--- src/rtl/bce_pkg.sv ---
package bce_pkg;

	// Decoded byte: two nibbles as high * 10 + low, so 0..165.
	typedef logic [7:0]  dec_t;
	// Full year, century * 100 + year, up to 16665.
	typedef logic [14:0] year_t;
	// Years since the epoch when the year is valid.
	typedef logic [13:0] diff_t;
	// Leap days, month offset and day of month, in days.
	typedef logic [12:0] part_t;
	typedef logic [3:0]  month_t;
	typedef logic [4:0]  mday_t;
	typedef logic [8:0]  yday_t;
	typedef logic [22:0] days_t;
	typedef logic [26:0] hrs_t;
	typedef logic [32:0] mins_t;
	typedef logic [38:0] secs_t;

	localparam year_t EPOCH_YEAR    = 15'd1970;
	// Leap years counted before the epoch: 1969 / 4.
	localparam part_t EPOCH_LEAPS   = 13'd492;
	localparam year_t CENTURY       = 15'd100;
	localparam dec_t  DEC_WEIGHT    = 8'd10;
	localparam days_t DAYS_PER_YEAR = 23'd365;
	localparam hrs_t  HOURS_PER_DAY = 27'd24;
	localparam month_t MONTH_MAX    = 4'd12;
	localparam month_t FEBRUARY     = 4'd2;
	localparam dec_t  DAY_MAX       = 8'd31;
	localparam dec_t  MONTH_MAX_DEC = 8'd12;

	typedef enum logic [1:0] {
		ST_OK      = 2'd0,
		ST_INVALID = 2'd1,
		ST_YEAR    = 2'd2,
		ST_RANGE   = 2'd3
	} status_t;

	// Word handed from the calendar front end to the seconds back end.
	typedef struct packed {
		status_t status;
		days_t   prod;
		part_t   part;
		dec_t    hh;
		dec_t    mm;
		dec_t    ss;
	} front_t;

	function automatic dec_t bcd_decode(input logic [7:0] b);
		return dec_t'(b[7:4]) * DEC_WEIGHT + dec_t'(b[3:0]);
	endfunction

	function automatic yday_t days_before(input month_t month);
		yday_t d;
		case (month)
			4'd1:    d = 9'd0;
			4'd2:    d = 9'd31;
			4'd3:    d = 9'd59;
			4'd4:    d = 9'd90;
			4'd5:    d = 9'd120;
			4'd6:    d = 9'd151;
			4'd7:    d = 9'd181;
			4'd8:    d = 9'd212;
			4'd9:    d = 9'd243;
			4'd10:   d = 9'd273;
			4'd11:   d = 9'd304;
			4'd12:   d = 9'd334;
			default: d = 9'd0;
		endcase
		return d;
	endfunction

endpackage

--- src/rtl/bce_front.sv ---
module bce_front (
	input  logic                clk,
	input  logic                arst_n,
	input  logic                up_valid,
	output logic                up_ready,
	input  logic                time_valid,
	input  logic [7:0]          century_bcd,
	input  logic [7:0]          year_bcd,
	input  logic [7:0]          month_bcd,
	input  logic [7:0]          day_bcd,
	input  logic [7:0]          hours_bcd,
	input  logic [7:0]          minutes_bcd,
	input  logic [7:0]          seconds_bcd,
	output logic                dn_valid,
	input  logic                dn_ready,
	output bce_pkg::front_t     dn_data
);

	logic en1, en2, en3;
	logic v_s1, v_s2, v_s3;

	// Stage 1: nibble decode.
	logic          tv_s1;
	bce_pkg::dec_t cen_s1, yr_s1, mon_s1, day_s1, hh_s1, mm_s1, ss_s1;

	// Stage 2: full year and error status.
	bce_pkg::year_t   year_s2;
	bce_pkg::status_t status_s2;
	bce_pkg::month_t  mon_s2;
	bce_pkg::mday_t   day_s2;
	bce_pkg::dec_t    hh_s2, mm_s2, ss_s2;
	bce_pkg::year_t   year_c;
	bce_pkg::status_t status_c;

	// Stage 3: whole years times 365 and the small day terms.
	bce_pkg::front_t  data_s3;
	bce_pkg::year_t   year_m1_c;
	bce_pkg::diff_t   diff_c;
	bce_pkg::part_t   part_c;
	logic             leap_c;

	assign en3      = !v_s3 || dn_ready;
	assign en2      = !v_s2 || en3;
	assign en1      = !v_s1 || en2;
	assign up_ready = en1;

	always_ff @(posedge clk or negedge arst_n) begin
		if (!arst_n) begin
			v_s1 <= 1'b0;
			v_s2 <= 1'b0;
			v_s3 <= 1'b0;
		end else begin
			if (en1) begin
				v_s1 <= up_valid;
			end
			if (en2) begin
				v_s2 <= v_s1;
			end
			if (en3) begin
				v_s3 <= v_s2;
			end
		end
	end

	always_ff @(posedge clk) begin
		if (en1) begin
			tv_s1  <= time_valid;
			cen_s1 <= bce_pkg::bcd_decode(century_bcd);
			yr_s1  <= bce_pkg::bcd_decode(year_bcd);
			mon_s1 <= bce_pkg::bcd_decode(month_bcd);
			day_s1 <= bce_pkg::bcd_decode(day_bcd);
			hh_s1  <= bce_pkg::bcd_decode(hours_bcd);
			mm_s1  <= bce_pkg::bcd_decode(minutes_bcd);
			ss_s1  <= bce_pkg::bcd_decode(seconds_bcd);
		end
	end

	assign year_c = bce_pkg::year_t'(yr_s1) + bce_pkg::year_t'(cen_s1) * bce_pkg::CENTURY;

	// The first failing check decides the status.
	always_comb begin
		if (!tv_s1) begin
			status_c = bce_pkg::ST_INVALID;
		end else if (year_c < bce_pkg::EPOCH_YEAR) begin
			status_c = bce_pkg::ST_YEAR;
		end else if (mon_s1 == '0 || mon_s1 > bce_pkg::MONTH_MAX_DEC ||
		             day_s1 == '0 || day_s1 > bce_pkg::DAY_MAX) begin
			status_c = bce_pkg::ST_RANGE;
		end else begin
			status_c = bce_pkg::ST_OK;
		end
	end

	always_ff @(posedge clk) begin
		if (en2) begin
			year_s2   <= year_c;
			status_s2 <= status_c;
			mon_s2    <= mon_s1[3:0];
			day_s2    <= day_s1[4:0];
			hh_s2     <= hh_s1;
			mm_s2     <= mm_s1;
			ss_s2     <= ss_s1;
		end
	end

	// The terms below only matter when the status is good; on errors they wrap freely.
	assign year_m1_c = year_s2 - bce_pkg::year_t'(1);
	assign diff_c    = bce_pkg::diff_t'(year_s2 - bce_pkg::EPOCH_YEAR);
	assign leap_c    = (mon_s2 > bce_pkg::FEBRUARY) && (year_s2[1:0] == 2'b00);
	assign part_c    = year_m1_c[14:2] - bce_pkg::EPOCH_LEAPS
	                 + bce_pkg::part_t'(bce_pkg::days_before(mon_s2))
	                 + bce_pkg::part_t'(leap_c)
	                 + bce_pkg::part_t'(day_s2) - bce_pkg::part_t'(1);

	always_ff @(posedge clk) begin
		if (en3) begin
			data_s3.status <= status_s2;
			data_s3.prod   <= bce_pkg::days_t'(diff_c) * bce_pkg::DAYS_PER_YEAR;
			data_s3.part   <= part_c;
			data_s3.hh     <= hh_s2;
			data_s3.mm     <= mm_s2;
			data_s3.ss     <= ss_s2;
		end
	end

	assign dn_valid = v_s3;
	assign dn_data  = data_s3;

	a_full_when_stalled: assert property (@(posedge clk) disable iff (!arst_n)
		!up_ready |-> (v_s1 && v_s2 && v_s3))
		else $error("front end stalls upstream with a free stage");

	a_ok_in_range: assert property (@(posedge clk) disable iff (!arst_n)
		(v_s2 && status_s2 == bce_pkg::ST_OK) |->
		(year_s2 >= bce_pkg::EPOCH_YEAR && mon_s2 != '0 && mon_s2 <= bce_pkg::MONTH_MAX))
		else $error("good status with year or month out of range");

	a_hold_s3: assert property (@(posedge clk) disable iff (!arst_n)
		(v_s3 && !dn_ready) |=> (v_s3 && $stable(data_s3)))
		else $error("front end word changed while held");

endmodule

--- src/rtl/bce_secs.sv ---
module bce_secs (
	input  logic                clk,
	input  logic                arst_n,
	input  logic                up_valid,
	output logic                up_ready,
	input  bce_pkg::front_t     up_data,
	output logic                dn_valid,
	input  logic                dn_ready,
	output logic [38:0]         epoch_seconds,
	output logic [1:0]          status
);

	logic en4, en5, en6, en7;
	logic v_s4, v_s5, v_s6, v_s7;

	bce_pkg::days_t   days_s4;
	bce_pkg::hrs_t    hrs_s5;
	bce_pkg::mins_t   mins_s6;
	bce_pkg::secs_t   secs_s7;
	bce_pkg::status_t status_s4, status_s5, status_s6, status_s7;
	bce_pkg::dec_t    hh_s4, mm_s4, mm_s5, ss_s4, ss_s5, ss_s6;
	bce_pkg::secs_t   secs_c;

	assign en7      = !v_s7 || dn_ready;
	assign en6      = !v_s6 || en7;
	assign en5      = !v_s5 || en6;
	assign en4      = !v_s4 || en5;
	assign up_ready = en4;

	always_ff @(posedge clk or negedge arst_n) begin
		if (!arst_n) begin
			v_s4 <= 1'b0;
			v_s5 <= 1'b0;
			v_s6 <= 1'b0;
			v_s7 <= 1'b0;
		end else begin
			if (en4) begin
				v_s4 <= up_valid;
			end
			if (en5) begin
				v_s5 <= v_s4;
			end
			if (en6) begin
				v_s6 <= v_s5;
			end
			if (en7) begin
				v_s7 <= v_s6;
			end
		end
	end

	always_ff @(posedge clk) begin
		if (en4) begin
			days_s4   <= up_data.prod + bce_pkg::days_t'(up_data.part);
			status_s4 <= up_data.status;
			hh_s4     <= up_data.hh;
			mm_s4     <= up_data.mm;
			ss_s4     <= up_data.ss;
		end
		if (en5) begin
			hrs_s5    <= bce_pkg::hrs_t'(days_s4) * bce_pkg::HOURS_PER_DAY
			           + bce_pkg::hrs_t'(hh_s4);
			status_s5 <= status_s4;
			mm_s5     <= mm_s4;
			ss_s5     <= ss_s4;
		end
		if (en6) begin
			mins_s6   <= bce_pkg::mins_t'(hrs_s5) * bce_pkg::mins_t'(60)
			           + bce_pkg::mins_t'(mm_s5);
			status_s6 <= status_s5;
			ss_s6     <= ss_s5;
		end
		if (en7) begin
			secs_s7   <= secs_c;
			status_s7 <= status_s6;
		end
	end

	// Any error forces the seconds count to zero.
	always_comb begin
		if (status_s6 == bce_pkg::ST_OK) begin
			secs_c = bce_pkg::secs_t'(mins_s6) * bce_pkg::secs_t'(60)
			       + bce_pkg::secs_t'(ss_s6);
		end else begin
			secs_c = '0;
		end
	end

	assign dn_valid      = v_s7;
	assign epoch_seconds = secs_s7;
	assign status        = status_s7;

	a_full_when_stalled: assert property (@(posedge clk) disable iff (!arst_n)
		!up_ready |-> (v_s4 && v_s5 && v_s6 && v_s7))
		else $error("back end stalls upstream with a free stage");

	a_error_zero: assert property (@(posedge clk) disable iff (!arst_n)
		(v_s7 && status_s7 != bce_pkg::ST_OK) |-> (secs_s7 == '0))
		else $error("error word carries a nonzero seconds count");

	a_no_drop: assert property (@(posedge clk) disable iff (!arst_n)
		(v_s6 && en7) |=> v_s7)
		else $error("word lost between the last two stages");

endmodule

--- src/rtl/bcd_calendar_to_epoch_seconds.sv ---
// Throughput: one word per cycle; each of the seven stages holds one word, and a stall
// on the output backs up only as far as the first empty stage.
// Reset: arst_n clears the stage valid bits at once, so the pipeline comes up empty;
// the data registers are not reset. The block keeps no state between words.
module bcd_calendar_to_epoch_seconds (
	input  logic        clk,
	input  logic        arst_n,
	input  logic        in_valid,
	output logic        in_stall,
	input  logic        time_valid,
	input  logic [7:0]  century_bcd,
	input  logic [7:0]  year_bcd,
	input  logic [7:0]  month_bcd,
	input  logic [7:0]  day_bcd,
	input  logic [7:0]  hours_bcd,
	input  logic [7:0]  minutes_bcd,
	input  logic [7:0]  seconds_bcd,
	output logic        out_valid,
	input  logic        out_stall,
	output logic [38:0] epoch_seconds,
	output logic [1:0]  status
);

	// The front end decodes the BCD bytes (stage one), forms the full year and picks
	// the status in priority order (stage two), and then multiplies the years since
	// 1970 by 365 while summing the leap days, the month offset and the day of month
	// (stage three). Leap years are those divisible by four, with no century rule.
	// The back end adds the two day terms (stage four) and then folds in hours,
	// minutes and seconds with one small constant multiply per stage (stages five to
	// seven). The last stage zeroes the count whenever the status reports an error.
	logic            front_ready;
	logic            mid_valid;
	logic            mid_ready;
	bce_pkg::front_t mid_data;

	assign in_stall = !front_ready;

	bce_front u_front (
		.clk         (clk),
		.arst_n      (arst_n),
		.up_valid    (in_valid),
		.up_ready    (front_ready),
		.time_valid  (time_valid),
		.century_bcd (century_bcd),
		.year_bcd    (year_bcd),
		.month_bcd   (month_bcd),
		.day_bcd     (day_bcd),
		.hours_bcd   (hours_bcd),
		.minutes_bcd (minutes_bcd),
		.seconds_bcd (seconds_bcd),
		.dn_valid    (mid_valid),
		.dn_ready    (mid_ready),
		.dn_data     (mid_data)
	);

	// The output stage is a register of its own, so a waiting result does not stop
	// new words from entering as long as some stage behind it is free.
	bce_secs u_secs (
		.clk           (clk),
		.arst_n        (arst_n),
		.up_valid      (mid_valid),
		.up_ready      (mid_ready),
		.up_data       (mid_data),
		.dn_valid      (out_valid),
		.dn_ready      (!out_stall),
		.epoch_seconds (epoch_seconds),
		.status        (status)
	);

endmodule

--- config.mk ---
export PLATFORM = sky130hd
export DESIGN_NAME = bcd_calendar_to_epoch_seconds
export DESIGN_NICKNAME = d
export VERILOG_FILES = /design/src/rtl/bce_pkg.sv /design/src/rtl/bce_front.sv /design/src/rtl/bce_secs.sv /design/src/rtl/bcd_calendar_to_epoch_seconds.sv
export SDC_FILE = /design/constraint.sdc
export NUM_CORES = 1
export LEC_CHECK = 0
export ABC_AREA = 1
export BUFFER_PORTS_ARGS = -buffer_cell sky130_fd_sc_hd__buf_4
export CORE_MARGIN = 4
export CORE_UTILIZATION = 60
export DETAILED_ROUTE_END_ITERATION = 7
export GPL_ROUTABILITY_DRIVEN = 0
export GPL_TIMING_DRIVEN = 1
export PLACE_DENSITY = 0.75
export SLEW_MARGIN = 15
export SYNTH_ARGS = -nofsm -noshare
export SYNTH_HDL_FRONTEND = slang
export SYNTH_HIERARCHICAL = 1
export SYNTH_SLANG_ARGS = --single-unit
--- constraint.sdc ---
create_clock -name clk -period 11.7 [get_ports clk]
set_input_delay 0.585 -clock clk [delete_from_list [all_inputs] [get_ports clk]]
set_output_delay 0.585 -clock clk [all_outputs]
set_load 0.005 [all_outputs]
* Word level (Yosys, flattened, before mapping) *
Memory sizes are Yosys's and may differ from the RTL's. A register that Yosys moved wholly into a read port is not among the register bits.
Index checks and enable logic that the tools add are counted.

operators by class
  add/subtract/negate cells = 19
  reduce and logical (&&, ||, !) cells = 24
  muxes and demuxes = 3
  multipliers = 12
  order comparisons = 4

operator list
  cell                                                   number
  adder 8 x 4 -> 8 bit                                   7
  multiplier 4 x 3 -> 7 bit (second input constant)      7
  adder 39 x 8 -> 39 bit                                 1
  multiplier 33 x 4 -> 37 bit (second input constant)    1
  adder 33 x 8 -> 33 bit                                 1
  multiplier 27 x 4 -> 31 bit (second input constant)    1
  adder 27 x 8 -> 27 bit                                 1
  multiplier 23 x 2 -> 24 bit (second input constant)    1
  adder 23 x 13 -> 23 bit                                1
  multiplier 14 x 9 -> 23 bit (second input constant)    1
  logical NOT 8 bit                                      2
  adder 8 x 15 -> 15 bit                                 1
  < comparator 15 x 11 -> 1 bit (second input constant)  1
  subtractor 15 x 1 -> 15 bit (second input constant)    1
  subtractor 14 x 11 -> 14 bit (second input constant)   1
  adder 13 x 1 -> 13 bit                                 1
  adder 13 x 5 -> 13 bit                                 1
  adder 13 x 9 -> 13 bit                                 1
  multiplier 8 x 5 -> 13 bit (second input constant)     1
  subtractor 13 x 1 -> 13 bit (second input constant)    1
  subtractor 13 x 9 -> 13 bit (second input constant)    1
  logical OR 1 bit                                       10
  logical NOT 1 bit                                      9
  > comparator 8 x 4 -> 1 bit (second input constant)    1
  other kinds (6)                                        8

word-level totals
  output and inout bits = 43
  bits in registers = 354
  input bits = 61
  memories = 1
  ROM bits = 144
  word-level logic and storage cells = 105

memory list
  name              words  bits a word  read ports  clocked after Yosys merged registers in  wr ports  line           RTL
  (name not given)  16     9            1           1                                        0         bce_pkg.sv:54  case (month)

* Longest topological paths before layout *
Gate-level depths: netlist (run 1).

  depth in word-level cells = 9
  gate-level depth with buffers = 25
  mapped depth without buffers = 25

* Hierarchy *
The synthesis (run 1) kept the hierarchy.

by module, submodules not included
  module                         cells each  sequential area each (um^2)  area each (um^2)  times used
  bce_secs                       2240        5445.2                       17778.3           1
  bce_front                      1213        5330.1                       12643.4           1
  bcd_calendar_to_epoch_seconds  2           0.0                          7.5               1

* Worst setup path after synthesis (run 1) *
No wires, ideal clock.

  kind = input to register
  start point = input out_stall
  end point = register with a tool-made name
  data arrival time = 7.681 ns
  data required time = 11.576 ns
  slack = 3.895 ns
  buffers on the path = 0
  setup time = 0.124 ns
  cell stages on the path = 15
  cell sequence = inv_1 > nor2_1 > inv_1 > nor2_1 > inv_1 > nor2_1 > nand2_1 > inv_1 > nand2_1 > nor2_2 > inv_1 > o21ai_0 > ha_1 > nand3_1 > nand3_1

RTL lines
  what             line                                 RTL
  start, declared  bcd_calendar_to_epoch_seconds.sv:19  input logic out_stall,

* Worst setup path in the final report (run 1) *
  start point = register u_secs.v_s7, in the netlist u_secs/dn_valid
  end point = output in_stall

between the ends
  longest elaborated chain between the ends = 9

RTL lines
  what                    line                                 RTL
  start, declared         bce_secs.sv:14                       logic v_s4, v_s5, v_s6, v_s7;
  start signal, assigned  bce_secs.sv:47                       v_s7 <= v_s6;
  logical NOT 1 bit       bce_secs.sv:24                       assign en7 = !v_s7 || dn_ready;
  logical OR 1 bit        bce_secs.sv:24
  net u_secs.en7          bce_secs.sv:13                       logic en4, en5, en6, en7;
  logical OR 1 bit        bce_secs.sv:25                       assign en6 = !v_s6 || en7;
  net u_secs.en6          bce_secs.sv:13
  logical OR 1 bit        bce_secs.sv:26                       assign en5 = !v_s5 || en6;
  logical OR 1 bit        bce_secs.sv:27                       assign en4 = !v_s4 || en5;
  net mid_ready           bcd_calendar_to_epoch_seconds.sv:33  logic mid_ready;
  logical OR 1 bit        bce_front.sv:42                      assign en3 = !v_s3 || dn_ready;
  net u_front.en3         bce_front.sv:19                      logic en1, en2, en3;
  logical OR 1 bit        bce_front.sv:43                      assign en2 = !v_s2 || en3;
  logical OR 1 bit        bce_front.sv:44                      assign en1 = !v_s1 || en2;
  net front_ready         bcd_calendar_to_epoch_seconds.sv:31  logic front_ready;
  logical NOT 1 bit       bcd_calendar_to_epoch_seconds.sv:36  assign in_stall = !front_ready;
  end, declared           bcd_calendar_to_epoch_seconds.sv:9   output logic in_stall,

The timed path passes the listed nets, and every way through them passes these cells.

==> results of run 1 <==
## cell type report
type / instances / area (um^2)
inverter: 647 / 2429
clock inverter: 22 / 221.5
sequential: 363 / 10780
fill: 4140 / 16780
clock buffer: 50 / 1070
multi-input combinational: 2440 / 17210
timing repair buffer: 112 / 843.3
tap: 672 / 840.8
## layout by cell type (no fill, tap or decap), drive strengths merged, types with 2 or more instances in the layout
cell type / Yosys / final
a211oi: 2 / 2
a21boi: 5 / 5
a21o: 13 / 13
a21oi: 172 / 172
a31oi: 7 / 7
and2: 4 / 4
buf: 1 / 111
bufinv: 0 / 2
clkbuf: 4 / 50
clkinv: 1 / 17
dfrtp: 7 / 7
dfxtp: 9 / 9
edfxtp: 347 / 347
fa: 180 / 180
ha: 301 / 301
inv: 646 / 649
nand2: 806 / 806
nand3: 200 / 200
nand3b: 12 / 12
nand4: 57 / 57
nor2: 301 / 301
nor3: 38 / 38
nor3b: 4 / 4
nor4: 6 / 6
o211ai: 5 / 5
o21a: 6 / 6
o21ai: 104 / 104
o21bai: 7 / 7
o31ai: 4 / 4
or2: 5 / 5
xnor2: 62 / 62
xor2: 132 / 132
## kinds of logic (layout without fill, tap and decap cells)
kind of cell,after synthesis,in the layout,synth area share
adders and majority gates,481,481,0.2422
muxes,1,1,0.0003290
DFF,363,363,0.3541
AOI/OAI and AO/OA,330,330,0.06040
and+or+nand+nor,1434,1434,0.2044
buffers and inverters,652,831,0.08051
xor gates and xnor gates,194,194,0.05806
## path summary, 6_finish.rpt
path	startpoint	endpoint	slack, ns	cells past startpoint
max	u_secs/dn_valid$_DFFE_PN0P_	in_stall	6.18	18
min	minutes_bcd[0]	u_front/mm_s1[0]$_DFFE_PP_	0.18	1
max reg2reg	u_front/year_s2[1]$_DFFE_PP_	u_front/dn_data[57]$_DFFE_PP_	6.29	25
min reg2reg	u_secs/mm_s5[0]$_DFFE_PP_	u_secs/mins_s6[0]$_DFFE_PP_	0.41	0
max in group asynchronous	arst_n	u_secs/dn_valid$_DFFE_PN0P_	11.20	2
min in group asynchronous	arst_n	u_front/v_s1$_DFFE_PN0P_	0.37	2
## stage by stage
step	worst slack (ns)	hold slack, ns	std cells	utilization
6_report	6.185	0.1846	4306	0.6655
3_5_place_dp	6.291	0.4045	4233	0.6396
3_3_place_gp	6.362	0.4008	4233	0.6396
2_1_floorplan	3.895	0.2894	3455	-
4_1_cts	6.043	0.1478	4306	0.6655
5_1_grt	5.632	0.1538	4306	0.6655
## per-layer routing
| layer | routed length, um | share of wire |
|---|---|---|
| met1 | 25320 | 0.41 |
| met2 | 31090 | 0.51 |
| met3 | 2684 | 0.044 |
| met4 | 1979 | 0.032 |
| met5 | 0 | 0 |
## critical path: stages (launching register included)
cell	delay (ns)
dfrtp_1	0.37
inv_1	0.05
nor2_1	0.03
inv_1	0.04
buf_4	0.42
nor2_1	0.09
clkinv_1	0.06
buf_4	0.45
nor2_1	0.15
nand2_2	0.08
buf_4	0.48
inv_1	0.13
nand2_2	0.09
buf_4	0.59
nor2_2	0.16
nand2_2	0.27
buf_4	0.57
inv_1	0.08
buf_4	0.15
## sequential cells by signal, indices dropped and copies added (netlist names), 15 cells and up, named ones only
signal,count
u_front/dn_data,62
u_secs/epoch_seconds,39
u_secs/mins_s6,33
u_front/year_s2,15
u_secs/days_s4,23
u_secs/hrs_s5,27
==> metrics.md, run 1 <==
| Metric | Value |
|---|---|
| Ys Warns | 6 |
| Largest area contributor in the netlist | edfxtp_1 |
| Final worst path period need | 5.515 ns |
| Met1 Track Usage GR | 0.2850 |
| Drt drc | 0 |
| Sequential share of the synthesized area | 0.3541 |
| Drt via density | 5.265 |
| Async SR Flop Fraction | 0.01928 |
| Initial antenna violation count | 0 |
| Avg Inst Size Synth | 8.807 um^2 |
| Hold_buf cts | 1 |
| Starting density of the core | 0.6065 |
| Post-synth cell types | 57 |
| Clock buffer count from CTS | 41 |
| Placed instance area | 0.03209 mm^2 |
| Slew @ Worst Pin | 0.8557 ns |
| DRT iter0 DRCs | 1341 |
| Met2 usage | 0.4223 |
| Cell with the most instances after synthesis | nand2_1 |
| Cts repair resizes | 0 |
| Setup Fix Bufs, Post-CTS | 0 |
| Met3 usage | 0.03073 |
| Worst setup EP type | output port |
| DP Wirelength | 50100 um |
| DRT antenna net count | 0 |
| Synthesized Nets | 3997 |
| Max Cap Viol | 0 |
| Final instance area | 0.03339 mm^2 |
| TritonCTS clock tree | done |
| Vias in the first global route | 22.66k |
| Nets | 4147 |
| Result of the run | completed |
| GRT busiest layer | met2 |
| Worst Path Required | 11.12 ns |
| Ys flop type | edfxtp_1 |
| EDFF count, synth | 347 |
| Port Buf Inserts | 103 |
| FF+latch count, synth | 363 |
| Synth Instances | 3455 |
| Die area | 0.05438 mm^2 |
| Top cells by count, synth | 778 x nand2_1, 635 x inv_1, 347 x edfxtp_1 |
| CP Data Arrival Time | 4.93 ns |
| TNS Setup | 0 ns |
| Pin count of the biggest net entering global routing | 65 |
| CTS Buffer Depth | 3 |
| Main area contributors after synthesis | edfxtp_1 34%, ha_1 12%, fa_1 12% |
| Clock Sinks | 363 |
| Final Hold Viols | 0 |
| Via count | 22.67k |
| WL/cell | 14.18 um |
| Final wirelength | 61070 um |
| Fin crit share | 0.4714 |
| Crit start category | flip-flop |
| Core ar. | 0.05017 mm^2 |
| Slew Limit Fails | 0 |
| Root Buffer | clkbuf_16 |
| Mapped cell area | 0.03043 mm^2 |
| Clk Latency, worst-skew pair | 0.58 ns |
| Synth top area share | 0.3424 |
| Critical path class | reg -> out |
| IO Pins | 104 |
| Share of layout cells above drive strength 1 | 0.08063 |
| Chip Width | 233.2 um |
| Global-route usage over all layers | 0.2315 |
| First-pass GRT wire length | 104300 um |
| # rows | 82 |
| Die Y | 233.2 um |
| Largest fanout on the critical path | 64 |
| Total grt overflow | 0 |
| H-tree depth | 2 |
| Max_slew headroom | 0.4235 |
| DR pass1 iterations | 7 |
| Clk_skew | 0.02515 ns |
| Worst-path clk slew | 0.06 ns |
| Antenna cells | 0 |
| Area grow syn2layout | 9.733% |
| RSZ-0062 raised after global routing | false |
| Final setup viols | 0 |
| Hold Path Class | in -> reg |
| Fmax | 181.3 MHz |
Power of run 1 is left out: the tool's default activity adds up to more than one toggle a clock period on the data nets, which glitch-free logic cannot reach.
==> run 2: changes to the inputs <==
CORE_UTILIZATION = 58   (was 60)
PLACE_DENSITY = 0.76   (was 0.75)
clock period = 4.7 ns   (was 11.7 ns; I/O delays follow)
==> metrics.md, run 2 (synthesis gave the netlist of run 1 again) <==
| Metric | Value |
|---|---|
| Result of the run | complete, but fails checks |
| Failing checks | negative setup slack |
| Drt via density | 5.337 (+1.4%) |
| CP Data Arrival Time | 5.05 ns (+0.12 ns) |
| Clock Sinks | 363 (unchanged) |
| Clock buffer count from CTS | 41 (unchanged) |
| Fmax | 211.2 MHz |
| Pin count of the biggest net entering global routing | 65 (unchanged) |
| Final instance area | 0.03473 mm^2 (+4.0%) |
| Core ar. | 0.05161 mm^2 (+2.9%) |
| Reg2Reg Launch Point | u_front/year_s2[1]$_DFFE_PP_ |
| Routed length on met2 | 33650 um (+8.2%) |
| Critical path class | reg -> reg |
| Chip Width | 237.1 um (+1.7%) |
| CTS Buffer Depth | 3 (unchanged) |
| TritonCTS clock tree | done |
| Via count | 23.43k (+3.3%) |
| Final wirelength | 66260 um (+8.5%) |
| Worst Setup SP | u_front/year_s2[1]$_DFFE_PP_ |
| Worst setup EP type | flip-flop |
| Global-route usage over all layers | 0.2326 (+0.001109) |
| Worst path max stage delay | 0.51 ns (-0.08 ns) |
| Vias in the first global route | 22.98k (+1.4%) |
| H-tree depth | 2 (unchanged) |
| Max_slew headroom | 0.4518 (+0.02830) |
| Slew Limit Fails | 0 (unchanged) |
| Initial antenna violation count | 0 (unchanged) |
| First-pass GRT wire length | 108400 um (+4.0%) |
| Worst path most repeated cell | inv_2 |
| DR WL met3 | 3516 um (+31%) |
| Top sig layer | met4 |
| Worst-path clk slew | 0.06 ns (about the same) |
| Placed instance area | 0.03256 mm^2 (+1.5%) |
| DR pass1 iterations | 6 (-1) |
| Die area | 0.05619 mm^2 (+3.3%) |
| Final Hold Viols | 0 (unchanged) |
| DP Wirelength | 52580 um (+4.9%) |
| Area grow syn2layout | 14.14% |
| Clk_skew | 0.02689 ns (+0.001733 ns) |
| Die Y | 237.1 um (+1.7%) |
| DRT iter0 DRCs | 1394 (+4.0%) |
| Starting density of the core | 0.5896 (-0.01695) |
| Largest register FFs | 62 (unchanged) |
| RSZ-0062 raised after global routing | true |
| Clk Latency, worst-skew pair | 0.57 ns (about the same) |
| Slowest CP cell | fa_1 |
| # rows | 83 (+1.2%) |
| Largest fanout on the critical path | 4 (-94%) |
| Final WS setup | -0.03382 ns (-6.219 ns) |
| Share of layout cells above drive strength 1 | 0.1170 (+0.03639) |
| Root Buffer | clkbuf_16 |
| Port Buf Inserts | 103 (unchanged) |
| Commonest non-fill, non-tap cell in the layout | nand2_1 |
| Slew @ Worst Pin | 0.8193 ns (-0.03632 ns) |
| Final setup viols | 1 (+1) |
| Crit start category | flip-flop |
| Max Cap Viol | 0 (unchanged) |
| Drt drc | 0 (unchanged) |
| Final worst path period need | 4.734 ns |
| Nets | 4223 (+1.8%) |
| Hold Path Class | in -> async |
| DRT antenna net count | 0 (unchanged) |
| M1 WL | 26940 um (+6.4%) |
| Most frequent cells in the layout | 766 x nand2_1, 613 x inv_1, 347 x edfxtp_1 |
| Fin crit share | 1.007 |
| IO Pins | 104 (unchanged) |
| Worst Path Required | 5.01 ns (-6.11 ns) |
| Total grt overflow | 0 (unchanged) |
| WL/cell | 15.09 um (+6.4%) |
-- run 2: cell count changes in the layout (fill, tap and decap cells not counted), sizes merged, moves of 2 or more --
cell         change
inv              -4
bufinv           +4
clkinvlp         +2
dlygate4sd3     +23
clkinv           -2
buf             +53
-- run 2: routing by layer --
layer  vias to the layer above  track usage
met5                         -     0.003463
met2                       590       0.4218
li1                      11670            -
met4                         0      0.07396
met3                       139      0.03226
met1                     11030       0.2875
-- run 2: metrics by stage --
stage          utilization  worst slack [ns]   TNS, ns  hold WS (ns)  std cells
2_1_floorplan            -           -0.3060    -2.374      -0.06059       3455
3_3_place_gp        0.6309          0.005388         0       0.05771       4281
3_5_place_dp        0.6309           -0.1114   -0.1968       0.06073       4281
4_1_cts             0.6637           0.01160         0      0.006480       4378
5_1_grt             0.6729           -0.2724    -1.339       0.02377       4389
6_report            0.6729          -0.03382  -0.03382       0.03375       4390
-- run 2: critical path: cells and delay by family (launching register included) --
kind | cells | cell delay [ns]
AO/OA/AOI/OAI | 6 | 0.79
buffers and inverters | 8 | 0.48
AND/OR/NAND/NOR | 3 | 0.34
flip-flops | 1 | 0.36
adder cells (fa/ha/maj) | 6 | 2.15
XOR/XNOR | 2 | 0.35
-- run 2: layout make-up --
cell class              count  area (um^2)
flip-flops and latches    363        10780
diodes                      1        2.502
inverters                 647         2445
repair buffers            188         1475
clock inverters            22        309.0
fillers                  3986        16880
clock buffers              49         1097
well taps                 680        850.8
multi-input cells        2440        17780
-- run 2: worst paths after layout --
check	to	slack, ns	depth (start not counted)
setup / recovery	u_front/dn_data[57]$_DFFE_PP_	-0.03	25
hold / removal	u_secs/dn_valid$_DFFE_PN0P_	0.03	2
setup reg to reg	u_front/dn_data[57]$_DFFE_PP_	-0.03	25
hold reg to reg	u_secs/mins_s6[1]$_DFFE_PP_	0.41	0
max in group asynchronous	u_front/dn_valid$_DFFE_PN0P_	4.53	2
min in group clk	u_front/cen_s1[6]$_DFFE_PP_	0.08	3
-- run 2: what timing repair did --
action,CTS,global route
hold endpoints to repair,23,0
setup endpoints to repair,5,22
setup buffers,2,11
gates resized for setup,6,81
pin swaps,9,42
hold buffers,24,0
Power of run 2 is left out for the same reason.
